===== config.mk =====
export PLATFORM = sky130hd
export DESIGN_NAME = keypad_scan_code_buffer_unit
export DESIGN_NICKNAME = d
export VERILOG_FILES = /design/src/rtl/core/kscb_pkg.sv /design/src/rtl/core/kscb_cfg_regs.sv /design/src/rtl/core/kscb_engine.sv /design/src/rtl/core/keypad_scan_code_buffer_unit.sv
export SDC_FILE = /design/constraint.sdc
export NUM_CORES = 1
export LEC_CHECK = 0
export BUFFER_PORTS_ARGS = -buffer_cell sky130_fd_sc_hd__clkbuf_2
export CAP_MARGIN = 5
export CORE_MARGIN = 1.5
export CORE_UTILIZATION = 24
export DETAILED_ROUTE_END_ITERATION = 7
export PLACE_DENSITY = 0.48
export SKIP_LAST_GASP = 1
export SYNTH_ARGS = -nofsm -noshare
export SYNTH_HDL_FRONTEND = slang
export SYNTH_HIERARCHICAL = 1
export SYNTH_SLANG_ARGS = --single-unit

===== constraint.sdc =====
create_clock -name aclk -period 9.9 [get_ports aclk]
set_input_delay 1.98 -clock aclk [delete_from_list [all_inputs] [get_ports aclk]]
set_output_delay 1.98 -clock aclk [all_outputs]
set_load 0.02 [all_outputs]

===== src/rtl/core/kscb_pkg.sv =====
// Package for the keypad scan code buffer: payload structs, register
// indexes, status codes and the key lookup function.
// No dependencies.
`timescale 1ns / 1ps

package kscb_pkg;

    localparam int unsigned TICK_W    = 24;
    localparam int unsigned KEY_W     = 7;
    localparam int unsigned CFG_IDX_W = 2;

    localparam logic [TICK_W-1:0] ELAPSED_MAX = '1;

    localparam logic [TICK_W-1:0] DEBOUNCE_RESET = 24'd200000;
    localparam logic [TICK_W-1:0] TIMEOUT_RESET  = 24'd2000000;

    // Configuration register indexes.
    localparam logic [CFG_IDX_W-1:0] CFG_DEBOUNCE = 2'd0;
    localparam logic [CFG_IDX_W-1:0] CFG_TIMEOUT  = 2'd1;
    localparam logic [CFG_IDX_W-1:0] CFG_CAPTURE  = 2'd2;

    // Request types.
    localparam logic [1:0] REQ_TICK     = 2'd0;
    localparam logic [1:0] REQ_ROW_EDGE = 2'd1;
    localparam logic [1:0] REQ_COLUMNS  = 2'd2;

    // Result status codes.
    localparam logic [2:0] ST_TICK         = 3'd0;
    localparam logic [2:0] ST_DEBOUNCED    = 3'd1;
    localparam logic [2:0] ST_SCAN_STARTED = 3'd2;
    localparam logic [2:0] ST_RESCAN       = 3'd3;
    localparam logic [2:0] ST_KEY          = 3'd4;
    localparam logic [2:0] ST_IGNORED      = 3'd5;

    localparam logic [KEY_W-1:0] KEY_NONE = '0;

    typedef struct packed {
        logic [1:0] req_type;
        logic [1:0] row_index;
        logic [2:0] column_levels;
    } in_item_t;

    typedef struct packed {
        logic [2:0]       status;
        logic [KEY_W-1:0] key_code;
        logic             captured;
        logic             code_complete;
        logic [KEY_W-1:0] code_first;
        logic [KEY_W-1:0] code_second;
        logic [KEY_W-1:0] code_third;
    } out_item_t;

    typedef struct packed {
        logic [TICK_W-1:0] debounce_ticks;
        logic [TICK_W-1:0] code_timeout_ticks;
        logic              capture_mode;
    } cfg_t;

    // ASCII of the key at a row and column of the telephone keypad.
    function automatic logic [KEY_W-1:0] key_ascii(input logic [1:0] row,
                                                   input logic [1:0] col);
        logic [KEY_W-1:0] code;
        code = KEY_NONE;
        case (row)
            2'd0: begin
                case (col)
                    2'd0:    code = 7'h31;
                    2'd1:    code = 7'h32;
                    default: code = 7'h33;
                endcase
            end
            2'd1: begin
                case (col)
                    2'd0:    code = 7'h34;
                    2'd1:    code = 7'h35;
                    default: code = 7'h36;
                endcase
            end
            2'd2: begin
                case (col)
                    2'd0:    code = 7'h37;
                    2'd1:    code = 7'h38;
                    default: code = 7'h39;
                endcase
            end
            default: begin
                case (col)
                    2'd0:    code = 7'h2A;
                    2'd1:    code = 7'h30;
                    default: code = 7'h23;
                endcase
            end
        endcase
        return code;
    endfunction

endpackage


===== src/rtl/core/kscb_cfg_regs.sv =====
// Configuration registers of the keypad scan code buffer.
// Depends on kscb_pkg.
`timescale 1ns / 1ps

module kscb_cfg_regs (
    input  logic                          aclk,
    input  logic                          aresetn,
    input  logic                          cfg_valid,
    output logic                          cfg_ready,
    input  logic [kscb_pkg::CFG_IDX_W-1:0] cfg_index,
    input  logic [kscb_pkg::TICK_W-1:0]   cfg_data,
    output kscb_pkg::cfg_t                cfg
);

    kscb_pkg::cfg_t cfg_reg;

    assign cfg_ready = 1'b1;
    assign cfg      = cfg_reg;

    always_ff @(posedge aclk) begin
        if (!aresetn) begin
            cfg_reg.debounce_ticks     <= kscb_pkg::DEBOUNCE_RESET;
            cfg_reg.code_timeout_ticks <= kscb_pkg::TIMEOUT_RESET;
            cfg_reg.capture_mode       <= 1'b0;
        end else if (cfg_valid) begin
            // Writes to an unknown index are dropped.
            case (cfg_index)
                kscb_pkg::CFG_DEBOUNCE: cfg_reg.debounce_ticks     <= cfg_data;
                kscb_pkg::CFG_TIMEOUT:  cfg_reg.code_timeout_ticks <= cfg_data;
                kscb_pkg::CFG_CAPTURE:  cfg_reg.capture_mode       <= cfg_data[0];
                default: ;
            endcase
        end
    end

endmodule


===== src/rtl/core/kscb_engine.sv =====
// Scan state, elapsed-time counter and three-key code buffer. Computes the
// result of one item and updates the state when the item advances.
// Depends on kscb_pkg.
`timescale 1ns / 1ps

module kscb_engine (
    input  logic                aclk,
    input  logic                aresetn,
    input  kscb_pkg::cfg_t      cfg,
    input  kscb_pkg::in_item_t  item,
    input  logic                advance,
    output kscb_pkg::out_item_t result
);

    logic                               scanning_reg, scanning_next;
    logic [1:0]                         latched_row_reg, latched_row_next;
    logic [kscb_pkg::TICK_W-1:0]        elapsed_reg, elapsed_next;
    logic [2:0][kscb_pkg::KEY_W-1:0]    slots_reg, slots_next;
    logic [1:0]                         position_reg, position_next;

    always_comb begin
        logic [2:0]                  status;
        logic [kscb_pkg::KEY_W-1:0]  key;
        logic                        cap;
        logic                        one_col;
        logic [1:0]                  col;
        logic [1:0]                  pos;

        status           = kscb_pkg::ST_IGNORED;
        key              = kscb_pkg::KEY_NONE;
        cap              = 1'b0;
        one_col          = 1'b1;
        col              = 2'd0;
        pos              = position_reg;
        scanning_next    = scanning_reg;
        latched_row_next = latched_row_reg;
        elapsed_next     = elapsed_reg;
        slots_next       = slots_reg;
        position_next    = position_reg;

        case (item.column_levels)
            3'b001:  col = 2'd0;
            3'b010:  col = 2'd1;
            3'b100:  col = 2'd2;
            default: one_col = 1'b0;
        endcase

        case (item.req_type)
            kscb_pkg::REQ_TICK: begin
                if (elapsed_reg != kscb_pkg::ELAPSED_MAX) begin
                    elapsed_next = elapsed_reg + 1'b1;
                end
                status = kscb_pkg::ST_TICK;
            end
            kscb_pkg::REQ_ROW_EDGE: begin
                if (scanning_reg) begin
                    status = kscb_pkg::ST_IGNORED;
                end else if (elapsed_reg < cfg.debounce_ticks) begin
                    status = kscb_pkg::ST_DEBOUNCED;
                end else begin
                    scanning_next    = 1'b1;
                    latched_row_next = item.row_index;
                    status           = kscb_pkg::ST_SCAN_STARTED;
                end
            end
            kscb_pkg::REQ_COLUMNS: begin
                if (!scanning_reg) begin
                    status = kscb_pkg::ST_IGNORED;
                end else if (one_col) begin
                    key = kscb_pkg::key_ascii(latched_row_reg, col);
                    if (cfg.capture_mode) begin
                        cap = 1'b1;
                    end else begin
                        // A long pause restarts the code and clears slot 2;
                        // slots 0 and 1 stay until they are overwritten.
                        if (elapsed_reg > cfg.code_timeout_ticks) begin
                            pos           = 2'd0;
                            slots_next[2] = kscb_pkg::KEY_NONE;
                        end
                        if (pos >= 2'd2) begin
                            pos = 2'd2;
                            if (slots_next[2] != kscb_pkg::KEY_NONE) begin
                                slots_next[0] = slots_next[1];
                                slots_next[1] = slots_next[2];
                                slots_next[2] = kscb_pkg::KEY_NONE;
                            end
                        end
                        slots_next[pos] = key;
                        position_next   = (pos < 2'd2) ? pos + 2'd1 : pos;
                    end
                    scanning_next = 1'b0;
                    elapsed_next  = '0;
                    status        = kscb_pkg::ST_KEY;
                end else begin
                    status = kscb_pkg::ST_RESCAN;
                end
            end
            default: status = kscb_pkg::ST_IGNORED;
        endcase

        result.status        = status;
        result.key_code      = key;
        result.captured      = cap;
        result.code_complete = (position_next >= 2'd2) &&
                               (slots_next[2] != kscb_pkg::KEY_NONE);
        result.code_first    = slots_next[0];
        result.code_second   = slots_next[1];
        result.code_third    = slots_next[2];
    end

    always_ff @(posedge aclk) begin
        if (!aresetn) begin
            scanning_reg    <= 1'b0;
            latched_row_reg <= 2'd0;
            elapsed_reg     <= '0;
            slots_reg       <= '0;
            position_reg    <= 2'd0;
        end else if (advance) begin
            scanning_reg    <= scanning_next;
            latched_row_reg <= latched_row_next;
            elapsed_reg     <= elapsed_next;
            slots_reg       <= slots_next;
            position_reg    <= position_next;
        end
    end

endmodule


===== src/rtl/core/keypad_scan_code_buffer_unit.sv =====
// Top level of the keypad scan code buffer: input register, result register
// and the handshakes around them.
// Depends on kscb_pkg, kscb_cfg_regs and kscb_engine.
`timescale 1ns / 1ps

// Usage:
// Items (microsecond tick, row falling edge or column sample) enter on the
// s_ channel; each one yields exactly one result on the m_ channel, in order.
// Registers are written on the cfg_ channel, which is always ready; write
// them only while no item is in flight.
// An item transferred on s_ is held in the input register and goes through
// the scan and code-buffer logic into the result register once that
// register is empty or its result is being taken; it shows on m_ from
// then on. Throughput is one item per cycle while m_ready stays high,
// set by the single pass from input register to result register; the
// state is updated as the item advances.
// When the receiver stalls, the result register holds its item and the
// input register holds one more; s_ready then drops until m_ready returns.
// Reset empties both registers, clears the scan state, the elapsed counter
// and the code buffer, and returns the registers to their defaults.
module keypad_scan_code_buffer_unit (
    input  logic                           aclk,
    input  logic                           aresetn,
    input  logic                           s_valid,
    output logic                           s_ready,
    input  kscb_pkg::in_item_t             s_item,
    output logic                           m_valid,
    input  logic                           m_ready,
    output kscb_pkg::out_item_t            m_result,
    input  logic                           cfg_valid,
    output logic                           cfg_ready,
    input  logic [kscb_pkg::CFG_IDX_W-1:0] cfg_index,
    input  logic [kscb_pkg::TICK_W-1:0]    cfg_data
);

    kscb_pkg::cfg_t      cfg;
    kscb_pkg::in_item_t  item_reg;
    logic                item_valid_reg;
    kscb_pkg::out_item_t result;
    kscb_pkg::out_item_t result_reg;
    logic                result_valid_reg;
    logic                advance;

    assign advance  = item_valid_reg && (!result_valid_reg || m_ready);
    assign s_ready  = !item_valid_reg || advance;
    assign m_valid  = result_valid_reg;
    assign m_result = result_reg;

    kscb_cfg_regs u_cfg_regs (
        .aclk      (aclk),
        .aresetn   (aresetn),
        .cfg_valid (cfg_valid),
        .cfg_ready (cfg_ready),
        .cfg_index (cfg_index),
        .cfg_data  (cfg_data),
        .cfg       (cfg)
    );

    kscb_engine u_engine (
        .aclk    (aclk),
        .aresetn (aresetn),
        .cfg     (cfg),
        .item    (item_reg),
        .advance (advance),
        .result  (result)
    );

    always_ff @(posedge aclk) begin
        if (!aresetn) begin
            item_valid_reg <= 1'b0;
        end else if (s_ready) begin
            item_valid_reg <= s_valid;
        end
    end

    always_ff @(posedge aclk) begin
        if (s_ready && s_valid) begin
            item_reg <= s_item;
        end
    end

    always_ff @(posedge aclk) begin
        if (!aresetn) begin
            result_valid_reg <= 1'b0;
        end else if (advance) begin
            result_valid_reg <= 1'b1;
        end else if (m_ready) begin
            result_valid_reg <= 1'b0;
        end
    end

    always_ff @(posedge aclk) begin
        if (advance) begin
            result_reg <= result;
        end
    end

endmodule


==> impl_results.md <==
* Synth Flop Type: dfxtp_1
* Port Buffers at 72
* Crit path cell chain: ha_1 > nand4_2 > or4_4 > a311o_1 > a41oi_4 > nor2_1 > nand2_1 > ha_1 > inv_1 > a21oi_1 > o32ai_1
* Post-cts hold buffer count at 0
* Synth area leader: dfxtp_1
* Worst slew pin tran at 0.978 ns
* Fin. max-slew vios at 0
* Worst hold start: u_cfg_regs/cfg[37]$_SDFFE_PN0P_
* Total number of vias at 5872
* Diodes inserted at 0
* Initial antenna violation count at 1
* Via/cell ratio at 4.62
* P_leak at 3.59 nW
* Pre-antenna DRT Iters at 5
* Sequential share of the synthesized area at 42.6%
* Number of synthesized register bits at 141
* CP required at 10.05 ns
* Hold Crit Class: reg2reg
* Initial Util at 24.6%
* # setup viols final at 0
* # rows at 64
* Clock Latency Late Sink at 0.43 ns
* Worst setup EP type: register
* Net Count, Synth at 897
* FF-to-FF End: m_result[20]$_DFFE_PP_
* # nets final at 955
* Max stage delay on crit path at 0.58 ns
* Critical-path top delay cell: or4_4
* RSZ-0062 raised after global routing: no
* Setup slack, reg-to-reg at 5.46 ns
* Crit Reg-Reg Startpoint: u_engine/elapsed_reg[21]$_SDFFE_PN0P_
* CTS tree: yes
* Distinct cells, synth at 77
* Ports at 74
* Antenna viol nets, final at 0
* Longest Clk Path Bufs at 2
* Maximum fanout along the worst path at 18
* Core area at 30800 um^2
* First-pass GRT wire length at 31500 um
* Max FFs per register at 49
* Placed Area at 8260 um^2
* Post-route DRC at 0
* Hold path depth at 2
* Die H at 181 um
* Setup TNS at 0 ns
* Status: finished clean
* Drt initial violations at 354
* DP HPWL at 13800 um
* Routed wire length at 19500 um
* Filler cells at 3237
* Synth Instances at 804
* Post-synthesis compound-gate area fraction at 15.2%
* Commonest non-fill, non-tap cell in the layout: nand2_1
* Adder-cell share of the synthesized area at 9.08%
* Max VDD drop at 0.114 mV
* Die W at 181 um
* Post-synth EDFFs at 40
* Multi-input gate area at 3850 um^2
* Worst Setup Path Type: reg2reg
* Synth warn at 6
* CTS Sinks at 141
* Cts repair resizes at 0
* Cell Pwr Density at 151 nW/um^2
* Final Cell Area at 8840 um^2
* Most frequent CP cell: ha_1
* Register Area at 3220 um^2
* DIE AREA at 32600 um^2
* Final Cycle Share at 44.9%
* CTS root buf: clkbuf_16
* Max-Cap Viols at 0
* Max_slew headroom at 34.2%
* Area grow syn2layout at 16.7%
* Combinational family with the most area after synthesis: simple AND/OR/NAND/NOR gates
* Synth top area share at 26.7%
* Post-Synth Simple-Gate Area at 17.9%
* R2r worst-path depth at 11
* Reg clk slew, reported paths at 0.08 ns
* Gpl congestion at 0.783
* Multiplexer share of the synthesized area at 5.55%
* Layout cell share with drive strength beyond 1 at 14.6%
* CP startpoint kind: register
* GRT overflow at 0
* Post-Synthesis Cell Area at 7570 um^2
* Max Clock Skew at 0.0141 ns
* All-Layer GR Usage at 12.3%
* Hold Violations, Final at 0
* Async set or reset register ratio after synthesis at 0%
* WHS Endpoint: u_cfg_regs/cfg[37]$_SDFFE_PN0P_
* H-tree depth reported by CTS at 4
* Largest net degree at the start of global routing at 80
* Minimum clock period at 4.44 ns
* Top post-synthesis cells by area: dfxtp_1, edfxtp_1, ha_1
* Minimum hold slack at 0.456 ns
* Avg Cell Area, Syn at 9.42 um^2
* Crit path arrival time at 4.59 ns
* Post-Synth XOR/XNOR Area at 2.78%
* Most frequent cells in the layout: nand2_1, dfxtp_1, inv_1
* FMAX at 0.225 GHz
* Setup repair bufs after CTS at 0
* WL/cell at 15.3 um
* Vias in the first global route at 5766
* Num CTS Buffers at 17
how the worst max path moves through the flow:
stage / startpoint / endpoint / slack, ns / cells after the start
after detailed placement: m_ready / u_engine/elapsed_reg[22]$_SDFFE_PN0P_ / 5.43 / 9
final: u_engine/elapsed_reg[21]$_SDFFE_PN0P_ / m_result[20]$_DFFE_PP_ / 5.46 / 11
after CTS: u_engine/elapsed_reg[21]$_SDFFE_PN0P_ / m_result[20]$_DFFE_PP_ / 5.48 / 11
after floorplan: m_ready / u_engine/elapsed_reg[10]$_SDFFE_PN0P_ / 4.83 / 7
after global placement: m_ready / u_engine/elapsed_reg[22]$_SDFFE_PN0P_ / 5.38 / 9
after global routing: u_engine/elapsed_reg[21]$_SDFFE_PN0P_ / m_result[20]$_DFFE_PP_ / 5.11 / 10
layout make-up:
cell class	instances	area share, %
clock buffers	18	4.86
clock inverters	14	1.66
inverters	74	3.14
multi-input cells	549	43.6
flip-flops and latches	141	36.5
well taps	396	5.61
repair buffers	79	4.70
cells in the mapped netlist (7+ instances only):
cell       count
buf_2          8
inv_1         73
mux2i_1       42
o211ai_1      14
a2bb2oi_1      8
o21a_1         9
clkbuf_1      21
nand4_1       14
xor2_1        13
o21bai_1       7
o22ai_1       10
xnor2_1       11
nand2b_1       8
nand2_1      106
ha_1          55
a21oi_1       30
o31ai_1       12
o21ai_0       17
edfxtp_1      40
nor2_1        49
nor3_1        12
dfxtp_1      101
nand3_1       21
a21o_1         9
nor2b_1        9
layer usage:
| metal | track usage (%) | routed length, um |
|---|---|---|
| met1 | 16.3 | 9580 |
| met2 | 19.7 | 8880 |
| met3 | 2.47 | 698 |
| met4 | 4.64 | 313 |
| met5 | 0 | 13 |
critical path: cells and delay by family, from the launching register on:
family                     cells  cell delay (ns)
and+or+nand+nor                4             1.02
DFF                            1             0.36
buffers and inverters          1             0.30
adders and majority gates      2             0.87
AOI/OAI and AO/OA              4             1.61
through the flow:
step,util (%),setup WS [ns],power [mW],std cells
floorplan,-,4.83,0.686,804
global route,28.7,5.11,1.39,1271
detailed placement,26.8,5.43,0.718,1239
finish,28.7,5.46,1.34,1271
CTS,28.7,5.48,1.36,1271
global placement,26.8,5.38,0.718,1239
kinds of logic (layout without fill, tap and decap cells):
family                   count (synthesis)  in the layout
buffers and inverters                  114            185
flip-flops                             141            141
AO/OA/AOI/OAI                          161            161
AND/OR/NAND/NOR                        265            265
other                                    2              2
adder cells (fa/ha/maj)                 55             55
multiplexers                            42             42
XOR/XNOR                                24             24
where the power goes:
group          internal (mW)  switching, mW  total, mW  leakage (nW)
Clock                  0.338          0.296      0.634         0.282
Combinational         0.0310         0.0564     0.0874          2.12
Sequential             0.608        0.00750      0.616          1.19
Power figures use the tool's default switching activity.
